`src/rtl/bqpi_pkg.sv`:
```
`default_nettype none
// ----------------------------------------------------------------------------
// bqpi_pkg
// shared types and codes of the byte queue with positional insert: request and
// result payloads, operation and status codes, default sizes
// ----------------------------------------------------------------------------
package bqpi_pkg;

    localparam int CAPACITY_DEF = 256;

    localparam int OP_W     = 3;
    localparam int DATA_W   = 16;
    localparam int POS_W    = 8;
    localparam int STATUS_W = 2;
    localparam int COUNT_W  = 9;
    localparam int SIZE_W   = 9;
    localparam int ITEMS_W  = 32;

    localparam logic [SIZE_W-1:0] BUF_SIZE_RESET = 9'd256;
    localparam logic [COUNT_W-1:0] COUNT_MAX     = 9'd511;

    localparam logic [OP_W-1:0] OP_PUSH   = 3'd0;
    localparam logic [OP_W-1:0] OP_POP    = 3'd1;
    localparam logic [OP_W-1:0] OP_READ   = 3'd2;
    localparam logic [OP_W-1:0] OP_INSERT = 3'd3;
    localparam logic [OP_W-1:0] OP_SET    = 3'd4;

    localparam logic [STATUS_W-1:0] STAT_DONE  = 2'd0;
    localparam logic [STATUS_W-1:0] STAT_RANGE = 2'd1;
    localparam logic [STATUS_W-1:0] STAT_FULL  = 2'd2;

    typedef struct packed {
        logic [OP_W-1:0]   op;
        logic              wide;
        logic [DATA_W-1:0] data;
        logic [POS_W-1:0]  position;
    } req_t;

    typedef struct packed {
        logic [DATA_W-1:0]   value;
        logic [STATUS_W-1:0] status;
        logic                is_empty;
        logic [COUNT_W-1:0]  item_count;
        logic [COUNT_W-1:0]  byte_fill;
    } rsp_t;

endpackage
`default_nettype wire

```
`src/rtl/bqpi_mem.sv`:
```
`default_nettype none
// ----------------------------------------------------------------------------
// bqpi_mem
// byte store of the queue: one write port, one read port with registered data
// ----------------------------------------------------------------------------
module bqpi_mem
    import bqpi_pkg::*;
#(
    parameter int DEPTH = CAPACITY_DEF,
    parameter int AW    = $clog2(CAPACITY_DEF)
) (
    input  wire logic          clk,
    input  wire logic          we,
    input  wire logic [AW-1:0] waddr,
    input  wire logic [7:0]    wdata,
    input  wire logic [AW-1:0] raddr,
    output logic      [7:0]    rdata
);

    logic [7:0] mem [DEPTH];

    always_ff @(posedge clk)
    begin
        if (we)
        begin
            mem[waddr] <= wdata;
        end
        rdata <= mem[raddr];
    end

endmodule
`default_nettype wire

```
`src/rtl/bqpi_ctrl.sv`:
```
`default_nettype none
// ----------------------------------------------------------------------------
// bqpi_ctrl
// request sequencer: range and room checks, byte mover for compaction and
// insert shifts through the ram ports, item access, index bookkeeping
// ----------------------------------------------------------------------------
module bqpi_ctrl
    import bqpi_pkg::*;
#(
    parameter int CAPACITY = CAPACITY_DEF,
    parameter int AW       = $clog2(CAPACITY),
    parameter int IW       = AW + 1
) (
    input  wire logic          clk,
    input  wire logic          rst_n,
    input  wire logic          start,
    input  wire req_t          req,
    input  wire logic [IW-1:0] used_size,
    output logic               busy,
    output logic               done,
    output rsp_t               rsp,
    output logic               mem_we,
    output logic      [AW-1:0] mem_waddr,
    output logic      [7:0]    mem_wdata,
    output logic      [AW-1:0] mem_raddr,
    input  wire logic [7:0]    mem_rdata
);

    localparam int CW = ((IW > 10) ? IW : 10) + 1;

    typedef enum logic [11:0] {
        S_IDLE    = 12'b0000_0000_0001,
        S_CHECK   = 12'b0000_0000_0010,
        S_MV_RD   = 12'b0000_0000_0100,
        S_MV_WR   = 12'b0000_0000_1000,
        S_RECHECK = 12'b0000_0001_0000,
        S_WR_LO   = 12'b0000_0010_0000,
        S_WR_HI   = 12'b0000_0100_0000,
        S_RD_LO   = 12'b0000_1000_0000,
        S_RD_HI   = 12'b0001_0000_0000,
        S_RD_CAP  = 12'b0010_0000_0000,
        S_UPDATE  = 12'b0100_0000_0000,
        S_FINISH  = 12'b1000_0000_0000
    } state_t;

    localparam logic [IW-1:0] ONE_I = IW'(1);

    state_t               state_reg, state_next;
    logic [OP_W-1:0]      op_reg, op_next;
    logic                 wide_reg, wide_next;
    logic [DATA_W-1:0]    data_reg, data_next;
    logic [POS_W-1:0]     pos_reg, pos_next;
    logic [IW-1:0]        head_reg, head_next;
    logic [IW-1:0]        tail_reg, tail_next;
    logic [ITEMS_W-1:0]   items_reg, items_next;
    logic [DATA_W-1:0]    value_reg, value_next;
    logic [STATUS_W-1:0]  status_reg, status_next;
    logic [IW-1:0]        src_reg, src_next;
    logic [IW-1:0]        dst_reg, dst_next;
    logic [IW-1:0]        cnt_reg, cnt_next;
    logic                 down_reg, down_next;
    logic                 shift_reg, shift_next;
    logic [IW-1:0]        addr_reg, addr_next;
    logic                 done_reg, done_next;
    rsp_t                 rsp_reg, rsp_next;

    logic [CW-1:0]        nb_w, fill_w, off_w, head_w, tail_w, size_w, at_w, top_w;
    logic [IW-1:0]        waddr_full, raddr_full;
    logic                 no_room;

    always_comb
    begin
        nb_w    = wide_reg ? CW'(2) : CW'(1);
        head_w  = CW'(head_reg);
        tail_w  = CW'(tail_reg);
        size_w  = CW'(used_size);
        fill_w  = tail_w - head_w;
        off_w   = wide_reg ? CW'({pos_reg, 1'b0}) : CW'(pos_reg);
        at_w    = head_w + off_w;
        top_w   = tail_w - CW'(1) + nb_w;
        no_room = (tail_w + nb_w) > size_w;
    end

    always_comb
    begin
        state_next  = state_reg;
        op_next     = op_reg;
        wide_next   = wide_reg;
        data_next   = data_reg;
        pos_next    = pos_reg;
        head_next   = head_reg;
        tail_next   = tail_reg;
        items_next  = items_reg;
        value_next  = value_reg;
        status_next = status_reg;
        src_next    = src_reg;
        dst_next    = dst_reg;
        cnt_next    = cnt_reg;
        down_next   = down_reg;
        shift_next  = shift_reg;
        addr_next   = addr_reg;
        done_next   = 1'b0;
        rsp_next    = rsp_reg;
        mem_we      = 1'b0;
        waddr_full  = addr_reg;
        mem_wdata   = data_reg[7:0];
        raddr_full  = addr_reg;

        case (state_reg)
            S_IDLE:
            begin
                if (start)
                begin
                    op_next    = req.op;
                    wide_next  = req.wide;
                    data_next  = req.data;
                    pos_next   = req.position;
                    state_next = S_CHECK;
                end
            end
            S_CHECK:
            begin
                value_next  = '0;
                status_next = STAT_DONE;
                case (op_reg)
                    OP_PUSH, OP_INSERT:
                    begin
                        if (op_reg == OP_INSERT && off_w > fill_w)
                        begin
                            status_next = STAT_RANGE;
                            state_next  = S_FINISH;
                        end
                        else if (no_room && head_reg != '0)
                        begin
                            src_next   = head_reg;
                            dst_next   = '0;
                            cnt_next   = tail_reg - head_reg;
                            down_next  = 1'b0;
                            shift_next = 1'b0;
                            state_next = S_MV_RD;
                        end
                        else
                        begin
                            state_next = S_RECHECK;
                        end
                    end
                    OP_POP:
                    begin
                        if (fill_w < nb_w)
                        begin
                            status_next = STAT_RANGE;
                            state_next  = S_FINISH;
                        end
                        else
                        begin
                            addr_next  = head_reg;
                            state_next = S_RD_LO;
                        end
                    end
                    OP_READ, OP_SET:
                    begin
                        if ((off_w + nb_w) > fill_w)
                        begin
                            status_next = STAT_RANGE;
                            state_next  = S_FINISH;
                        end
                        else
                        begin
                            addr_next  = at_w[IW-1:0];
                            state_next = (op_reg == OP_SET) ? S_WR_LO : S_RD_LO;
                        end
                    end
                    default:
                    begin
                        state_next = S_FINISH;
                    end
                endcase
            end
            S_MV_RD:
            begin
                raddr_full = src_reg;
                state_next = S_MV_WR;
            end
            S_MV_WR:
            begin
                mem_we     = 1'b1;
                waddr_full = dst_reg;
                mem_wdata  = mem_rdata;
                cnt_next   = cnt_reg - ONE_I;
                src_next   = down_reg ? src_reg - ONE_I : src_reg + ONE_I;
                dst_next   = down_reg ? dst_reg - ONE_I : dst_reg + ONE_I;
                if (cnt_reg == ONE_I)
                begin
                    if (shift_reg)
                    begin
                        state_next = S_WR_LO;
                    end
                    else
                    begin
                        tail_next  = tail_reg - head_reg;
                        head_next  = '0;
                        state_next = S_RECHECK;
                    end
                end
                else
                begin
                    state_next = S_MV_RD;
                end
            end
            S_RECHECK:
            begin
                if (no_room)
                begin
                    status_next = STAT_FULL;
                    state_next  = S_FINISH;
                end
                else if (op_reg == OP_PUSH)
                begin
                    addr_next  = tail_reg;
                    state_next = S_WR_LO;
                end
                else
                begin
                    addr_next = at_w[IW-1:0];
                    cnt_next  = tail_reg - at_w[IW-1:0];
                    if (tail_reg == at_w[IW-1:0])
                    begin
                        state_next = S_WR_LO;
                    end
                    else
                    begin
                        src_next   = tail_reg - ONE_I;
                        dst_next   = top_w[IW-1:0];
                        down_next  = 1'b1;
                        shift_next = 1'b1;
                        state_next = S_MV_RD;
                    end
                end
            end
            S_WR_LO:
            begin
                mem_we     = 1'b1;
                waddr_full = addr_reg;
                mem_wdata  = data_reg[7:0];
                if (wide_reg)
                begin
                    state_next = S_WR_HI;
                end
                else
                begin
                    state_next = (op_reg == OP_SET) ? S_FINISH : S_UPDATE;
                end
            end
            S_WR_HI:
            begin
                mem_we     = 1'b1;
                waddr_full = addr_reg + ONE_I;
                mem_wdata  = data_reg[15:8];
                state_next = (op_reg == OP_SET) ? S_FINISH : S_UPDATE;
            end
            S_RD_LO:
            begin
                raddr_full = addr_reg;
                state_next = S_RD_HI;
            end
            S_RD_HI:
            begin
                value_next = {8'd0, mem_rdata};
                raddr_full = addr_reg + ONE_I;
                if (wide_reg)
                begin
                    state_next = S_RD_CAP;
                end
                else
                begin
                    state_next = (op_reg == OP_POP) ? S_UPDATE : S_FINISH;
                end
            end
            S_RD_CAP:
            begin
                value_next = {mem_rdata, value_reg[7:0]};
                state_next = (op_reg == OP_POP) ? S_UPDATE : S_FINISH;
            end
            S_UPDATE:
            begin
                if (op_reg == OP_POP)
                begin
                    if ((head_w + nb_w) == tail_w)
                    begin
                        head_next  = '0;
                        tail_next  = '0;
                        items_next = '0;
                    end
                    else
                    begin
                        head_next = head_reg + nb_w[IW-1:0];
                        if (items_reg != '0)
                        begin
                            items_next = items_reg - ITEMS_W'(1);
                        end
                    end
                end
                else
                begin
                    tail_next  = tail_reg + nb_w[IW-1:0];
                    items_next = items_reg + ITEMS_W'(1);
                end
                state_next = S_FINISH;
            end
            S_FINISH:
            begin
                done_next           = 1'b1;
                rsp_next.value      = value_reg;
                rsp_next.status     = status_reg;
                rsp_next.is_empty   = (fill_w == '0);
                rsp_next.item_count = (items_reg > ITEMS_W'(COUNT_MAX)) ? COUNT_MAX
                                                                        : items_reg[8:0];
                rsp_next.byte_fill  = (fill_w > CW'(COUNT_MAX)) ? COUNT_MAX : fill_w[8:0];
                state_next          = S_IDLE;
            end
            default:
            begin
                state_next = S_IDLE;
            end
        endcase
    end

    always_ff @(posedge clk or negedge rst_n)
    begin
        if (!rst_n)
        begin
            state_reg <= S_IDLE;
            head_reg  <= '0;
            tail_reg  <= '0;
            items_reg <= '0;
            done_reg  <= 1'b0;
        end
        else
        begin
            state_reg <= state_next;
            head_reg  <= head_next;
            tail_reg  <= tail_next;
            items_reg <= items_next;
            done_reg  <= done_next;
        end
    end

    always_ff @(posedge clk)
    begin
        op_reg     <= op_next;
        wide_reg   <= wide_next;
        data_reg   <= data_next;
        pos_reg    <= pos_next;
        value_reg  <= value_next;
        status_reg <= status_next;
        src_reg    <= src_next;
        dst_reg    <= dst_next;
        cnt_reg    <= cnt_next;
        down_reg   <= down_next;
        shift_reg  <= shift_next;
        addr_reg   <= addr_next;
        rsp_reg    <= rsp_next;
    end

    assign busy      = (state_reg != S_IDLE);
    assign done      = done_reg;
    assign rsp       = rsp_reg;
    assign mem_waddr = waddr_full[AW-1:0];
    assign mem_raddr = raddr_full[AW-1:0];

`ifndef NO_ASSERTIONS
    a_head_le_tail: assert property (@(posedge clk) disable iff (!rst_n)
        head_reg <= tail_reg)
        else $error("head index passed tail index");

    a_tail_in_store: assert property (@(posedge clk) disable iff (!rst_n)
        tail_reg <= IW'(CAPACITY))
        else $error("tail index beyond store");

    a_write_in_store: assert property (@(posedge clk) disable iff (!rst_n)
        mem_we |-> (waddr_full < IW'(CAPACITY)))
        else $error("store write beyond capacity");

    a_done_after_finish: assert property (@(posedge clk) disable iff (!rst_n)
        done_reg |-> ($past(state_reg) == S_FINISH))
        else $error("result strobe without finished request");

    a_done_single: assert property (@(posedge clk) disable iff (!rst_n)
        done_reg |=> !done_reg)
        else $error("result strobe held more than one cycle");
`endif

endmodule
`default_nettype wire

```
`src/rtl/byte_queue_with_positional_insert_unit.sv`:
```
`default_nettype none
// ----------------------------------------------------------------------------
// byte_queue_with_positional_insert_unit
// byte queue over a linear store with push, pop, positional read, insert and
// overwrite of one- or two-byte items, and compaction to the store start
// ----------------------------------------------------------------------------
// A request is taken at a clock edge with start high and busy low; busy stays
// high while it runs, and its result appears on rsp for exactly one cycle with
// done high, which the receiver must take as it comes. Busy drops as done
// rises, so the next request can be taken in the done cycle. Each request runs
// from a check state to a finish state: a read through its byte reads, a set
// its byte writes, a pop its reads and an update, a push or an insert a
// recheck, its writes and an update. One refused as full ends after the
// recheck, one refused by the range check or with an unused op code goes from
// the check to the finish. An insert moves each byte behind the insertion
// point up, and a push or insert whose item would pass the configured size
// first compacts the queue to the store start when the head is not at zero;
// both moves run byte by byte through the one read port and the one write
// port of the store. Writes to cfg_wdata take effect at once and are meant
// for idle periods only. The store has no clearing pass after reset.
module byte_queue_with_positional_insert_unit
    import bqpi_pkg::*;
#(
    parameter int CAPACITY = CAPACITY_DEF
) (
    input  wire logic              clk,
    input  wire logic              rst_n,
    input  wire logic              start,
    output logic                   busy,
    input  wire req_t              req,
    input  wire logic              cfg_we,
    input  wire logic [SIZE_W-1:0] cfg_wdata,
    output logic                   done,
    output rsp_t                   rsp
);

    localparam int AW = $clog2(CAPACITY);
    localparam int IW = AW + 1;
    localparam int SW = (IW > SIZE_W) ? IW : SIZE_W;

    logic [SIZE_W-1:0] buffer_size_reg;
    logic [SW-1:0]     size_ext;
    logic [IW-1:0]     used_size;
    logic              mem_we;
    logic [AW-1:0]     mem_waddr;
    logic [7:0]        mem_wdata;
    logic [AW-1:0]     mem_raddr;
    logic [7:0]        mem_rdata;

    always_ff @(posedge clk or negedge rst_n)
    begin
        if (!rst_n)
        begin
            buffer_size_reg <= BUF_SIZE_RESET;
        end
        else if (cfg_we)
        begin
            buffer_size_reg <= cfg_wdata;
        end
    end

    // clamp to 2..CAPACITY
    always_comb
    begin
        size_ext = SW'(buffer_size_reg);
        if (size_ext < SW'(2))
        begin
            used_size = IW'(2);
        end
        else if (size_ext > SW'(CAPACITY))
        begin
            used_size = IW'(CAPACITY);
        end
        else
        begin
            used_size = size_ext[IW-1:0];
        end
    end

    bqpi_ctrl #(
        .CAPACITY (CAPACITY),
        .AW       (AW),
        .IW       (IW)
    ) u_ctrl (
        .clk       (clk),
        .rst_n     (rst_n),
        .start     (start),
        .req       (req),
        .used_size (used_size),
        .busy      (busy),
        .done      (done),
        .rsp       (rsp),
        .mem_we    (mem_we),
        .mem_waddr (mem_waddr),
        .mem_wdata (mem_wdata),
        .mem_raddr (mem_raddr),
        .mem_rdata (mem_rdata)
    );

    bqpi_mem #(
        .DEPTH (CAPACITY),
        .AW    (AW)
    ) u_mem (
        .clk   (clk),
        .we    (mem_we),
        .waddr (mem_waddr),
        .wdata (mem_wdata),
        .raddr (mem_raddr),
        .rdata (mem_rdata)
    );

endmodule
`default_nettype wire

```
`config.mk`:
```
export PLATFORM = sky130hd
export DESIGN_NAME = byte_queue_with_positional_insert_unit
export DESIGN_NICKNAME = d
export VERILOG_FILES = /design/src/rtl/bqpi_pkg.sv /design/src/rtl/bqpi_mem.sv /design/src/rtl/bqpi_ctrl.sv /design/src/rtl/byte_queue_with_positional_insert_unit.sv
export SDC_FILE = /design/constraint.sdc
export NUM_CORES = 2
export LEC_CHECK = 0
export BUFFER_PORTS_ARGS = -buffer_cell sky130_fd_sc_hd__buf_2
export CAP_MARGIN = 10
export CORE_MARGIN = 2
export CORE_UTILIZATION = 40
export DETAILED_ROUTE_END_ITERATION = 6
export GPL_TIMING_DRIVEN = 1
export SYNTH_ARGS = -nofsm -noshare
export SYNTH_HDL_FRONTEND = slang
export SYNTH_SLANG_ARGS = --single-unit
```
`constraint.sdc`:
```
create_clock -name clk -period 12.9 [get_ports clk]
set_input_delay 2.58 -clock clk [delete_from_list [all_inputs] [get_ports clk]]
set_output_delay 2.58 -clock clk [all_outputs]
set_load 0.005 [all_outputs]
```
==> out/metrics.csv <==
metric;value;unit
Rows;179;
gr usage total;25.09;%
clk buf depth;3;
CTS root buffer;clkbuf_16;
CP required;13.74;ns
HP Class;reg -> reg;
skew final;0.06398;ns
Max VDD drop;0.0001338;V
outcome;finished, violations left;
internal power;12.97;mW
antenna violations before repair;18;
Yosys Warn Count;0;
failing checks;DRC;
Max Transition Viols Final;0;
Worst Tran Pin Value;1.315;ns
Post-synth EDFFs;2165;
DR top layer;met5;
Final Wtd Congestion;0.9546;
post-synth top area cell;edfxtp_1;
Post-Layout Cell Count;11080;
Sink Count;2245;
Setup violations, final;0;
GR Overflow Total;0;
DR WL/cell;28.25;um
H-tree Lvls;4;
Syn Nets;7888;
top-count cell post-synth;edfxtp_1;
Initial Util;40.19;%
post-synthesis cell type count;88;
switching share of power;28.93;%
DRT Wirelength;312.9;mm
Combinational Power Share;16.5;%
Switching Power;5.280;mW
Fmax;145.1;MHz
largest net degree at the start of global routing;215;
# IOs;80;
placed cells;10650;
fill count;21320;
setup bufs post-CTS;0;
Area growth syn-to-layout;11.97;%
Initial DRC Count;9484;
Async S/R FF share, synth;3.207;%
CP arrival;7.73;ns
vias in the first global route;61180;
top cell type's share of synthesized area;68.01;%
DIE WIDTH;492.8;um
post-synthesis cell count;7746;
fin nets;7854;
met3 WL;35.35;mm
hold bufs inserted after CTS;0;
DP Area;99470;sq um
first-pass iteration count of the detailed router;7;
critical path class;reg -> reg;
Final WS setup;6.009;ns
post-DR vias/cell;5.939;
top area cells in the synthesized netlist;edfxtp_1, nand2_1, nand3_1;
Worst-path clk slew;0.06;ns
Post-Syn Area;95590;sq um
Synth Register Bits;2245;
P_leak;37.10;nW
max reg flops;2048;
Worst-Skew Late Latency;0.91;ns
power density cells;170.5;nW/um^2
maximum fanout along the worst path;59;
startpoint types;register;
CTS tree;yes;
Period Utilization, post-route;53.42;%
max_slew headroom;11.79;%
DIE AREA;242900;sq um
Max Cap Viol;0;
syn avg cell area;12.34;sq um
Total Power;18.25;mW
layout cells sized above 1;8.319;%
cts bufs inserted;223;
core area;237900;sq um
Setup TNS;0;ns
CTS resizes;0;
final hold violations;0;
ANT nets after route;0;
CP Capture Type;register;
share of total power in the clock network;36.7;%
Place WS;6.325;ns
met2 WL post-DR;139.4;mm
die height;492.8;um
post-route cell area;107000;sq um
via count;65790;
Primary FF master, synth;edfxtp_1;
final routed DRC violation total;32;
post-detail-place hpwl;188.1;mm
Reg power frac;46.7;%
first-pass GRT wire length;447.2;mm
synth cell count leaders;edfxtp_1, nand2_1, nand3_1, nor2_1, a21oi_1;
M1 WL;123.2;mm
Period minus WS final;6.891;ns
RSZ-0062 raised after global routing;no;
input/output buffers;79;
Seq/Total Area, Yosys;70.07;%
critical path, cell delays in order, from the launching register on:
cell and delay [ns]:
dfrtp_1 0.43, nor4_2 0.62, nand4_1 0.28, buf_4 0.30, nand3_4 0.54, buf_4 0.72
buf_4 0.68, buf_4 0.62, buf_4 0.68, nand2_1 0.15, nand3_1 0.12, a32oi_1 0.20
nand3_1 0.29, o31ai_1 0.14, nor4_1 0.65, o32a_1 0.27
power by group through the flow:
stage	sequential (mW)	clock, mW	combinational (mW)
after floorplan	8.78	0	1.69
after detailed placement	8.68	0	2.95
after global placement	8.68	0	2.91
after CTS	8.52	6.74	2.96
final	8.53	6.70	3.02
after global routing	8.53	7.02	3.18
final cells by class:
type                    instances  area (sq um)  area share, %
inverters                     102         382.9         0.3577
flip-flops and latches       2245         66980          62.58
diodes                          2         5.005       0.004676
repair buffers                243          1799          1.681
well taps                    3167          3963          3.702
clock inverters               161          1765          1.649
clock buffers                 262          5779          5.400
multi-input cells            4897         26360          24.63
path summary, 6_finish.rpt:
check	start	endpoint	slack, ns	cells past startpoint
min	u_ctrl.value_reg[2]$_DFFE_PP_	u_ctrl.rsp[23]$_DFFE_PP_	0.38	0
max	u_ctrl.state_reg[6]$_DFFE_PN0P_	u_mem.rdata[1]$_DFF_P_	6.01	15
max in group asynchronous	rst_n	u_ctrl.items_reg[31]$_DFFE_PN0P_	10.22	2
min in group asynchronous	rst_n	u_ctrl.head_reg[6]$_DFFE_PN0P_	1.61	1
max reg2reg	u_ctrl.state_reg[6]$_DFFE_PN0P_	u_mem.rdata[1]$_DFF_P_	6.01	15
min reg2reg	u_ctrl.value_reg[2]$_DFFE_PP_	u_ctrl.rsp[23]$_DFFE_PP_	0.38	0
through the flow:
step	hold slack (ns)	util (%)
2_1_floorplan	0.4003	-
3_3_place_gp	0.4017	41.82
3_5_place_dp	0.4045	41.82
4_1_cts	0.3879	44.99
5_1_grt	0.3961	45.00
6_report	0.3848	45.00
cell usage in the layout, fill, tap and decap left out, types with 18 or more instances in the layout:
cell          n
bufinv_16    29
o22ai_1      25
a32oi_1      67
a311oi_1    105
buf_4       149
nand3_1     837
a21o_1       21
xor2_1       31
nand4_1      45
and2_1       26
inv_1       100
a22oi_1      28
nor3_1       70
o21ai_0     122
nand2_1    1872
nor2_1      406
o31ai_1      18
nor4_1       43
clkbuf_16   225
or3_1        22
dfrtp_1      70
buf_2        80
edfxtp_1   2165
mux2i_1     193
clkbuf_1     36
clkinv_2     48
and3_1       86
xnor2_1      52
ha_1         92
a211oi_1     69
a21oi_1     257
clkinv_1     56
a31oi_1     108
nor2b_1      20
kinds of logic (layout without fill, tap and decap cells):
logic type / after synthesis / in the layout / synth area share [%]
adder cells (fa/ha/maj): 104 / 104 / 1.424
AND/OR/NAND/NOR: 3521 / 3521 / 15.96
AO/OA/AOI/OAI: 981 / 981 / 6.952
multiplexers: 208 / 208 / 2.198
other: 0 / 2 / 0
buffers and inverters: 604 / 768 / 2.639
flip-flops: 2245 / 2245 / 70.07
XOR/XNOR: 83 / 83 / 0.7605
layer usage:
layer	GRT usage [%]	vias to the layer above
met1	34.77	32770
li1	-	28480
met3	5.933	666
met5	0	-
met4	11.02	18
met2	37.68	3858
(Power assumes the default switching activity.)
